File: config.mk
export PLATFORM = sky130hd
export DESIGN_NAME = rgb_led_strip_frame_builder_unit
export DESIGN_NICKNAME = d
export VERILOG_FILES = /design/src/hdl/rgbls_pkg.sv /design/src/hdl/rgbls_colour_store.sv /design/src/hdl/rgb_led_strip_frame_builder_unit.sv
export SDC_FILE = /design/constraint.sdc
export NUM_CORES = 2
export LEC_CHECK = 0
export BUFFER_PORTS_ARGS = -buffer_cell sky130_fd_sc_hd__clkbuf_2
export CAP_MARGIN = 20
export CORE_MARGIN = 2
export CORE_UTILIZATION = 55
export CTS_CLUSTER_DIAMETER = 50
export DETAILED_ROUTE_END_ITERATION = 8
export PLACE_DENSITY = 0.74
export SYNTH_ARGS = -nofsm -noshare
export SYNTH_HDL_FRONTEND = slang
export SYNTH_SLANG_ARGS = --single-unit
export TNS_END_PERCENT = 50
File: constraint.sdc
create_clock -name clock -period 6.3 [get_ports clock]
set_input_delay 0.63 -clock clock [delete_from_list [all_inputs] [get_ports clock]]
set_output_delay 0.63 -clock clock [all_outputs]
set_load 0.05 [all_outputs]
File: src/hdl/rgbls_pkg.sv
// Shared types and constants for the RGB LED strip frame builder.
// Used by rgbls_colour_store and rgb_led_strip_frame_builder_unit; no dependencies.
package rgbls_pkg;

   // Store geometry.
   localparam int MAX_LEDS  = 62;
   localparam int LED_IDX_W = $clog2(MAX_LEDS);
   localparam int COLOUR_W  = 24;

   // Word and digit widths.
   localparam int BYTE_W   = 8;
   localparam int WORD_W   = 32;
   localparam int BYTES_W  = 2;
   localparam int BRIGHT_W = 5;
   localparam int COUNT_W  = 6;
   localparam int CSR_DATA_W = 6;

   // Field placement in the request tdata bus.
   localparam int IDX_LSB   = 0;
   localparam int RED_LSB   = IDX_LSB + LED_IDX_W;
   localparam int GREEN_LSB = RED_LSB + BYTE_W;
   localparam int BLUE_LSB  = GREEN_LSB + BYTE_W;

   // Constant parts of the frame words.
   localparam logic [2:0]        LED_HEAD_BITS = 3'b111;
   localparam logic [BYTE_W-1:0] START_BYTE    = 8'h00;
   localparam logic [BYTE_W-1:0] END_BYTE      = 8'hFF;
   localparam logic [BYTES_W-1:0] LAST_BYTE    = 2'd3;

   // Register reset values.
   localparam logic [BRIGHT_W-1:0] BRIGHT_RESET = 5'd31;
   localparam logic [COUNT_W-1:0]  COUNT_RESET  = 6'd62;

   // Register indexes on the configuration port.
   localparam logic CSR_BRIGHTNESS = 1'b0;
   localparam logic CSR_LED_COUNT  = 1'b1;

   // Request codes carried in tuser.
   typedef enum logic [1:0] {
      REQ_SET    = 2'd0,
      REQ_CLEAR  = 2'd1,
      REQ_UPDATE = 2'd2
   } req_code_type;

   // Sequencer states.
   typedef enum logic [1:0] {
      ST_IDLE,
      ST_FETCH,
      ST_PACK,
      ST_OFFER
   } state_type;

   // Kind of frame word being assembled.
   typedef enum logic [1:0] {
      KIND_START,
      KIND_LED,
      KIND_END
   } word_kind_type;

   // Access command from the sequencer to the colour store.
   typedef struct packed {
      logic                 wr_en;
      logic [LED_IDX_W-1:0] wr_addr;
      logic [COLOUR_W-1:0]  wr_data;
      logic                 rd_en;
      logic [LED_IDX_W-1:0] rd_addr;
   } store_cmd_type;

endpackage

File: src/hdl/rgbls_colour_store.sv
// Colour store: one 24-bit colour per LED, one write and one registered read a cycle.
// Depends on rgbls_pkg; entries never written since reset read as zero.
module rgbls_colour_store (
   input  logic                                   clock,
   input  logic                                   reset,
   input  rgbls_pkg::store_cmd_type               cmd,
   output logic [rgbls_pkg::COLOUR_W-1:0]         rd_data
);
   import rgbls_pkg::*;

   logic [COLOUR_W-1:0] mem_ff [MAX_LEDS];
   logic [MAX_LEDS-1:0] valid_ff;
   logic [COLOUR_W-1:0] rd_data_ff;

   // Valid bits stand in for clearing the whole array at reset.
   always_ff @(posedge clock) begin
      if (reset) begin
         valid_ff <= '0;
      end else if (cmd.wr_en) begin
         valid_ff[cmd.wr_addr] <= 1'b1;
      end
   end

   // Array write.
   always_ff @(posedge clock) begin
      if (cmd.wr_en) begin
         mem_ff[cmd.wr_addr] <= cmd.wr_data;
      end
   end

   // Registered read; an entry not yet written reads as zero.
   always_ff @(posedge clock) begin
      if (cmd.rd_en) begin
         rd_data_ff <= valid_ff[cmd.rd_addr] ? mem_ff[cmd.rd_addr] : '0;
      end
   end

   assign rd_data = rd_data_ff;

endmodule

File: src/hdl/rgb_led_strip_frame_builder_unit.sv
// Top level of the RGB LED strip frame builder: request decode, frame sequencer,
// byte-serial word packer and output register. Depends on rgbls_pkg and rgbls_colour_store.

// A set or clear request is one store write; requests whose LED index is at or above
// the LED count (capped at 62) are dropped, as is request code 3.
// An update emits a start word of zeros, one word per LED in use and an end word of
// all ones marked with tlast. Each word is assembled one byte per cycle in a shift
// register; a start or end word goes through four byte shifts and the hand-off to the
// output register, and an LED word through a store read, four byte shifts and that hand-off.
// No request is taken while an update is in progress, but the next request is taken
// while the end word still waits.
module rgb_led_strip_frame_builder_unit (
   input  logic        clock,
   input  logic        reset,
   // Request stream.
   input  logic        req_tvalid,
   output logic        req_tready,
   input  logic [31:0] req_tdata,  // led_index[5:0], red[13:6], green[21:14], blue[29:22]
   input  logic [1:0]  req_tuser,  // req_type[1:0]
   // Frame word stream.
   output logic        rsp_tvalid,
   input  logic        rsp_tready,
   output logic [31:0] rsp_tdata,  // frame_word[31:0]
   output logic        rsp_tlast,
   // Register write port.
   input  logic        csr_valid,
   output logic        csr_ready,
   input  logic        csr_index,
   input  logic [5:0]  csr_data
);
   import rgbls_pkg::*;

   state_type            state_ff,    state_in;
   word_kind_type        kind_ff,     kind_in;
   logic [LED_IDX_W-1:0] led_ff,      led_in;
   logic [BYTES_W-1:0]   byte_cnt_ff, byte_cnt_in;
   logic [WORD_W-1:0]    shift_ff,    shift_in;
   logic                 rsp_valid_ff, rsp_valid_in;
   logic [WORD_W-1:0]    rsp_data_ff,  rsp_data_in;
   logic                 rsp_last_ff,  rsp_last_in;
   logic [BRIGHT_W-1:0]  brightness_ff;
   logic [COUNT_W-1:0]   led_count_ff;

   store_cmd_type        store_cmd;
   logic [COLOUR_W-1:0]  store_rd_data;
   logic [COUNT_W-1:0]   active_leds;
   logic [LED_IDX_W:0]   led_next;
   logic [BYTE_W-1:0]    pack_byte;
   req_code_type         req_code;
   logic [LED_IDX_W-1:0] req_idx;
   logic [COLOUR_W-1:0]  req_colour;

   rgbls_colour_store u_store (
      .clock   (clock),
      .reset   (reset),
      .cmd     (store_cmd),
      .rd_data (store_rd_data)
   );

   // Request fields and the effective LED count.
   assign req_code    = req_code_type'(req_tuser);
   assign req_idx     = req_tdata[IDX_LSB +: LED_IDX_W];
   assign req_colour  = {req_tdata[RED_LSB +: BYTE_W], req_tdata[GREEN_LSB +: BYTE_W],
                         req_tdata[BLUE_LSB +: BYTE_W]};
   assign active_leds = (led_count_ff > COUNT_W'(MAX_LEDS)) ? COUNT_W'(MAX_LEDS)
                                                            : led_count_ff;
   assign led_next    = {1'b0, led_ff} + 1'b1;

   // Byte that enters the packing shift register this cycle.
   always_comb begin
      pack_byte = START_BYTE;
      case (kind_ff)
         KIND_START: pack_byte = START_BYTE;
         KIND_END:   pack_byte = END_BYTE;
         KIND_LED: begin
            case (byte_cnt_ff)
               2'd0:    pack_byte = {LED_HEAD_BITS, brightness_ff};
               2'd1:    pack_byte = store_rd_data[2*BYTE_W +: BYTE_W];
               2'd2:    pack_byte = store_rd_data[BYTE_W +: BYTE_W];
               default: pack_byte = store_rd_data[0 +: BYTE_W];
            endcase
         end
         default:    pack_byte = START_BYTE;
      endcase
   end

   // Sequencer: next state, store commands and output register loading.
   always_comb begin
      state_in     = state_ff;
      kind_in      = kind_ff;
      led_in       = led_ff;
      byte_cnt_in  = byte_cnt_ff;
      shift_in     = shift_ff;
      rsp_valid_in = rsp_valid_ff && !rsp_tready;
      rsp_data_in  = rsp_data_ff;
      rsp_last_in  = rsp_last_ff;
      store_cmd    = '0;
      req_tready   = 1'b0;
      unique case (state_ff)
         ST_IDLE: begin
            req_tready = 1'b1;
            if (req_tvalid) begin
               unique case (req_code)
                  REQ_SET: begin
                     if ({1'b0, req_idx} < {1'b0, active_leds}) begin
                        store_cmd.wr_en   = 1'b1;
                        store_cmd.wr_addr = req_idx;
                        store_cmd.wr_data = req_colour;
                     end
                  end
                  REQ_CLEAR: begin
                     if ({1'b0, req_idx} < {1'b0, active_leds}) begin
                        store_cmd.wr_en   = 1'b1;
                        store_cmd.wr_addr = req_idx;
                        store_cmd.wr_data = '0;
                     end
                  end
                  REQ_UPDATE: begin
                     kind_in     = KIND_START;
                     led_in      = '0;
                     byte_cnt_in = '0;
                     state_in    = ST_PACK;
                  end
                  default: ;
               endcase
            end
         end
         ST_FETCH: begin
            store_cmd.rd_en   = 1'b1;
            store_cmd.rd_addr = led_ff;
            state_in          = ST_PACK;
         end
         ST_PACK: begin
            shift_in    = {shift_ff[WORD_W-BYTE_W-1:0], pack_byte};
            byte_cnt_in = byte_cnt_ff + 1'b1;
            if (byte_cnt_ff == LAST_BYTE) begin
               state_in = ST_OFFER;
            end
         end
         ST_OFFER: begin
            // Hand the word over once the output register is free.
            if (!rsp_valid_ff || rsp_tready) begin
               rsp_valid_in = 1'b1;
               rsp_data_in  = shift_ff;
               rsp_last_in  = (kind_ff == KIND_END);
               unique case (kind_ff)
                  KIND_START: begin
                     if (active_leds != '0) begin
                        kind_in  = KIND_LED;
                        led_in   = '0;
                        state_in = ST_FETCH;
                     end else begin
                        kind_in  = KIND_END;
                        state_in = ST_PACK;
                     end
                  end
                  KIND_LED: begin
                     if (led_next < {1'b0, active_leds}) begin
                        led_in   = led_next[LED_IDX_W-1:0];
                        state_in = ST_FETCH;
                     end else begin
                        kind_in  = KIND_END;
                        state_in = ST_PACK;
                     end
                  end
                  default: state_in = ST_IDLE;
               endcase
            end
         end
         default: state_in = ST_IDLE;
      endcase
   end

   // Control registers.
   always_ff @(posedge clock) begin
      if (reset) begin
         state_ff     <= ST_IDLE;
         kind_ff      <= KIND_START;
         led_ff       <= '0;
         byte_cnt_ff  <= '0;
         rsp_valid_ff <= 1'b0;
      end else begin
         state_ff     <= state_in;
         kind_ff      <= kind_in;
         led_ff       <= led_in;
         byte_cnt_ff  <= byte_cnt_in;
         rsp_valid_ff <= rsp_valid_in;
      end
   end

   // Payload registers.
   always_ff @(posedge clock) begin
      shift_ff    <= shift_in;
      rsp_data_ff <= rsp_data_in;
      rsp_last_ff <= rsp_last_in;
   end

   // Configuration registers; the port never stalls.
   assign csr_ready = 1'b1;

   always_ff @(posedge clock) begin
      if (reset) begin
         brightness_ff <= BRIGHT_RESET;
         led_count_ff  <= COUNT_RESET;
      end else if (csr_valid) begin
         unique case (csr_index)
            CSR_BRIGHTNESS: brightness_ff <= csr_data[BRIGHT_W-1:0];
            CSR_LED_COUNT:  led_count_ff  <= csr_data[COUNT_W-1:0];
            default: ;
         endcase
      end
   end

   assign rsp_tvalid = rsp_valid_ff;
   assign rsp_tdata  = rsp_data_ff;
   assign rsp_tlast  = rsp_last_ff;

   // An LED word is only ever offered for an LED in use.
   a_led_in_range: assert property (@(posedge clock) disable iff (reset)
      (state_ff == ST_OFFER && kind_ff == KIND_LED) |-> ({1'b0, led_ff} < {1'b0, active_leds}))
      else $error("LED word offered beyond the LED count");

   // The store is written only by a request taken in the idle state.
   a_write_when_idle: assert property (@(posedge clock) disable iff (reset)
      store_cmd.wr_en |-> (state_ff == ST_IDLE && req_tvalid))
      else $error("store write outside an accepted request");

   // The word marked last is the all-ones end word.
   a_end_word: assert property (@(posedge clock) disable iff (reset)
      (rsp_tvalid && rsp_tlast) |-> (rsp_tdata == '1))
      else $error("last word is not the end word");

   // LED words carry the current brightness in their head byte.
   a_led_head: assert property (@(posedge clock) disable iff (reset)
      (rsp_tvalid && !rsp_tlast && rsp_tdata[WORD_W-1 -: 3] == LED_HEAD_BITS)
      |-> (rsp_tdata[WORD_W-4 -: BRIGHT_W] == brightness_ff))
      else $error("LED word head byte does not match brightness");

   // A word handed over by the sequencer appears on the output next cycle.
   a_word_loaded: assert property (@(posedge clock) disable iff (reset)
      (state_ff == ST_OFFER && (!rsp_valid_ff || rsp_tready)) |=> rsp_tvalid)
      else $error("offered word did not reach the output register");

endmodule

==> impl_metrics.ini <==
[status]
outcome = complete, no violations

[clock_tree]
root_buffer = clkbuf_16
postCtsSetupBuffers = 0
tritoncts = done
cts_inserted_buffers = 156
clk_pin_slew_ns = 0.06
numClockSinks = 1663
htreeDepth = 4
worstSkewPairLatency_ns = 0.75
ctsHoldBuffers = 0
cts_resized = 0
clockBufferDepth = 3

[global_route]
track_usage_pct = 26.6
grt_pass1_vias = 35100
grt_max_degree = 124
grt-ovfl-total = 0
grt_pass1_wl_microns = 235000
antenna_found_initial = 13

[power]
ir_worst_vdd_v = 0.000198
power_mw = 22.5
leakage_nw = 23.5
power.density_mw_per_mm2 = 308

[logic_synthesis]
synthFlopType = edfxtp_1
avgSynthCellArea_sq_um = 17.0
async_reset_ff_share_pct = 0
netlist_area_sq_mm = 0.0652
ys.warnings.count = 0
synth_seq_area_share_pct = 75.3
synthCells = 3828
synth_top_area_share_pct = 72.6
ys_types = 66
synth_edf_count = 1577
synthTopCellsByArea = edfxtp_1, mux4_2, mux2i_1
synth_top_cell_by_area = edfxtp_1
synth_fp_nets = 3896
synth-seq-cells = 1663

[worst_setup_path]
critPathCapture = u_store.rd_data[7]
worst_path_max_delay_cell = a221oi_1
crit_chain = inv_1 -> ha_2 -> buf_4 -> and2_4 -> buf_4 -> mux4_2 -> mux2_2 -> a221oi_1 -> a211oi_1 -> o21a_1
worst_path_largest_cell_delay_ns = 0.68
r2r-start = state_ff[1]
rr_endpoint = u_store.rd_data[7]
reg2reg_slack_ns = 1.91
endpoint_kind = register
startpoint = state_ff[1]
crit_cells = 10
cp_max_fo = 26
required_ns = 6.80
start_kind = register
worstSetupPathType = register to register
r2r_cells = 10
cp_common_cell = buf_4
cp_top_family = compound AO/OA/AOI/OAI gates
crit_buf_inv = 3
cp.arrival_ns = 4.90

[layout]
nFillCells = 7873
drive_above_1_share_pct = 20.2
area_delta_synth_final_pct = 12.4
fin_nets = 4024

[timing]
grt_setup_unrepaired = no
hold_viol = 0
worstMarginPinSlew_ns = 1.09
slew_violations = 0
fmax_ghz = 0.228
finalClockSkew_ns = 0.0246
finalCritPeriodShare_pct = 69.7
relSlewSlack_pct = 27.1
setup-tns-final_ns = 0
finalCriticalPeriod_ns = 4.39
setup_viol_count_final = 0

[die]
coreArea_sq_mm = 0.118
io_pins = 82
start_util_pct = 55.4
dieArea_sq_mm = 0.121
fp.dieW_microns = 348
std_cell_rows = 126
fp.dieH_microns = 348

[routing]
drt-initial-drc-count = 4851
dr.pass1.iters = 6
drc = 0
vias = 36500
drt_wl_total_microns = 162000
final_antenna_net_count = 0
wl_per_cell_microns = 28.8
routed_via_density = 6.50

[hold_path]
min_path_type = primary input to register

[run]
cap_violations = 0

[place]
dp_hpwl_microns = 92700
gp_congestion = 0.965
port-buffer-count = 78
==> per-layer routing <==
layer / GRT usage, % / share of wire, % / vias up
met5: 0 / 0.033 / -
met4: 8.37 / 2.9 / 8
met3: 6.02 / 11 / 283
met2: 39.7 / 45 / 2145
met1: 39.2 / 40 / 18500
li1: - / - / 15600
==> cell usage in the layout (no fill, tap or decap), types with 9 or more instances in the layout <==
cell type / instances
mux4_2: 148
nor2b_1: 66
bufinv_16: 14
and3_1: 11
mux2i_1: 174
clkbuf_16: 163
clkbuf_2: 78
inv_1: 27
nor4_2: 59
o21ba_2: 59
dfxtp_1: 84
o21a_1: 26
a2bb2oi_1: 88
a31oi_1: 79
buf_4: 138
clkbuf_8: 9
a211oi_1: 81
mux2_2: 47
nor3_1: 9
clkbuf_1: 21
clkinv_2: 33
nand3b_1: 10
and2_2: 24
nand2_1: 430
a311oi_1: 28
a21oi_1: 118
o211ai_1: 115
nor2_1: 22
ha_1: 21
a221oi_1: 23
nand3_1: 47
clkinv_1: 29
or4_1: 24
o21ai_0: 45
edfxtp_1: 1577
a32oi_1: 24
==> synth_stat cells (6+ instances only) <==
| cell type | n |
|---|---|
| edfxtp_1 | 1577 |
| nand2_1 | 432 |
| mux2i_1 | 174 |
| mux4_2 | 148 |
| clkbuf_1 | 147 |
| a21oi_1 | 119 |
| o211ai_1 | 115 |
| a2bb2oi_1 | 88 |
| dfxtp_1 | 86 |
| a211oi_1 | 81 |
| a31oi_1 | 79 |
| nor2b_1 | 66 |
| buf_2 | 60 |
| nor4_1 | 60 |
| o21ba_2 | 59 |
| mux2_2 | 47 |
| nand3_1 | 47 |
| o21ai_0 | 45 |
| buf_1 | 32 |
| and2_1 | 30 |
| a311oi_1 | 28 |
| nor2_1 | 28 |
| inv_1 | 27 |
| o21a_1 | 26 |
| a32oi_1 | 24 |
| or4_1 | 24 |
| a221oi_1 | 23 |
| ha_1 | 22 |
| buf_4 | 12 |
| and3_1 | 11 |
| nor3_1 | 11 |
| nand3b_1 | 10 |
| o221ai_1 | 8 |
| a211o_1 | 7 |
| a222oi_1 | 6 |
| o22ai_1 | 6 |
==> how the worst min path moves through the flow <==
| stage | startpoint | to | slack, ns | cells after the start |
|---|---|---|---|---|
| 4_1_cts | csr_data[1] | brightness_ff[1] | 0.09 | 3 |
| 2_1_floorplan | shift_ff[24] | rsp_tdata[24] | 0.40 | 0 |
| 3_5_place_dp | shift_ff[30] | rsp_tdata[30] | 0.41 | 0 |
| 5_1_grt | csr_data[3] | brightness_ff[3] | 0.15 | 3 |
| 6_report | csr_data[3] | brightness_ff[3] | 0.13 | 3 |
| 3_3_place_gp | shift_ff[30] | rsp_tdata[30] | 0.40 | 0 |
==> state kept, by name, indices dropped and copies added, names as in the netlist, 5 cells and up <==
register,flops
brightness_ff,5
led_count_ff,6
led_ff,6
rsp_tdata,32
shift_ff,32
u_store.mem_ff,1488
u_store.rd_data,24
u_store.valid_ff,62
==> logic make-up (layout without fill, tap and decap cells) <==
group | after synthesis | count (layout) | synth area share, %
compound gates | 743 | 743 | 8.42
xor+xnor | 4 | 4 | 0.0537
fa+ha+maj | 22 | 22 | 0.422
buf+inv | 283 | 536 | 1.87
flops | 1663 | 1663 | 75.3
mux | 369 | 369 | 8.60
other cells | 1 | 3 | 0.00575
simple gates | 743 | 743 | 5.35
==> where the power goes <==
part / total, mW / switching [mW] / internal [mW]
Clock: 9.36 / 3.96 / 5.40
Sequential: 12.4 / 0.0660 / 12.3
Combinational: 0.809 / 0.653 / 0.156
==> layout make-up <==
| cell class | instances | area, sq um | area share [%] |
|---|---|---|---|
| inverter | 27 | 101 | 0.138 |
| multi-input combinational | 1882 | 15400 | 21.0 |
| sequential | 1663 | 49100 | 67.0 |
| timing repair buffer | 226 | 1630 | 2.22 |
| clock inverter | 90 | 841 | 1.15 |
| tap | 1536 | 1920 | 2.62 |
| antenna | 2 | 5.00 | 0.00683 |
| clock buffer | 193 | 4280 | 5.84 |
==> worst register-to-register path, stage by stage, from the launching register on <==
cell and delay [ns]:
dfxtp_1 0.34, inv_1 0.09, ha_2 0.22, buf_4 0.34, and2_4 0.62, buf_4 0.50, mux4_2 0.57, mux2_2 0.28
a221oi_1 0.68, a211oi_1 0.28, o21a_1 0.25
==> stage by stage <==
stage	cell area, sq um	setup WS, ns	std cells	hold WS (ns)	utilization [%]
after floorplan	65200	1.64	3828	0.400	-
after global placement	68100	1.97	5331	0.403	57.8
after detailed placement	68100	1.97	5332	0.408	57.8
after CTS	73200	1.94	5615	0.0942	62.2
after global routing	73200	1.70	5617	0.148	62.2
final	73300	1.91	5619	0.129	62.2
Note: power is estimated with default switching activity, not from simulation.
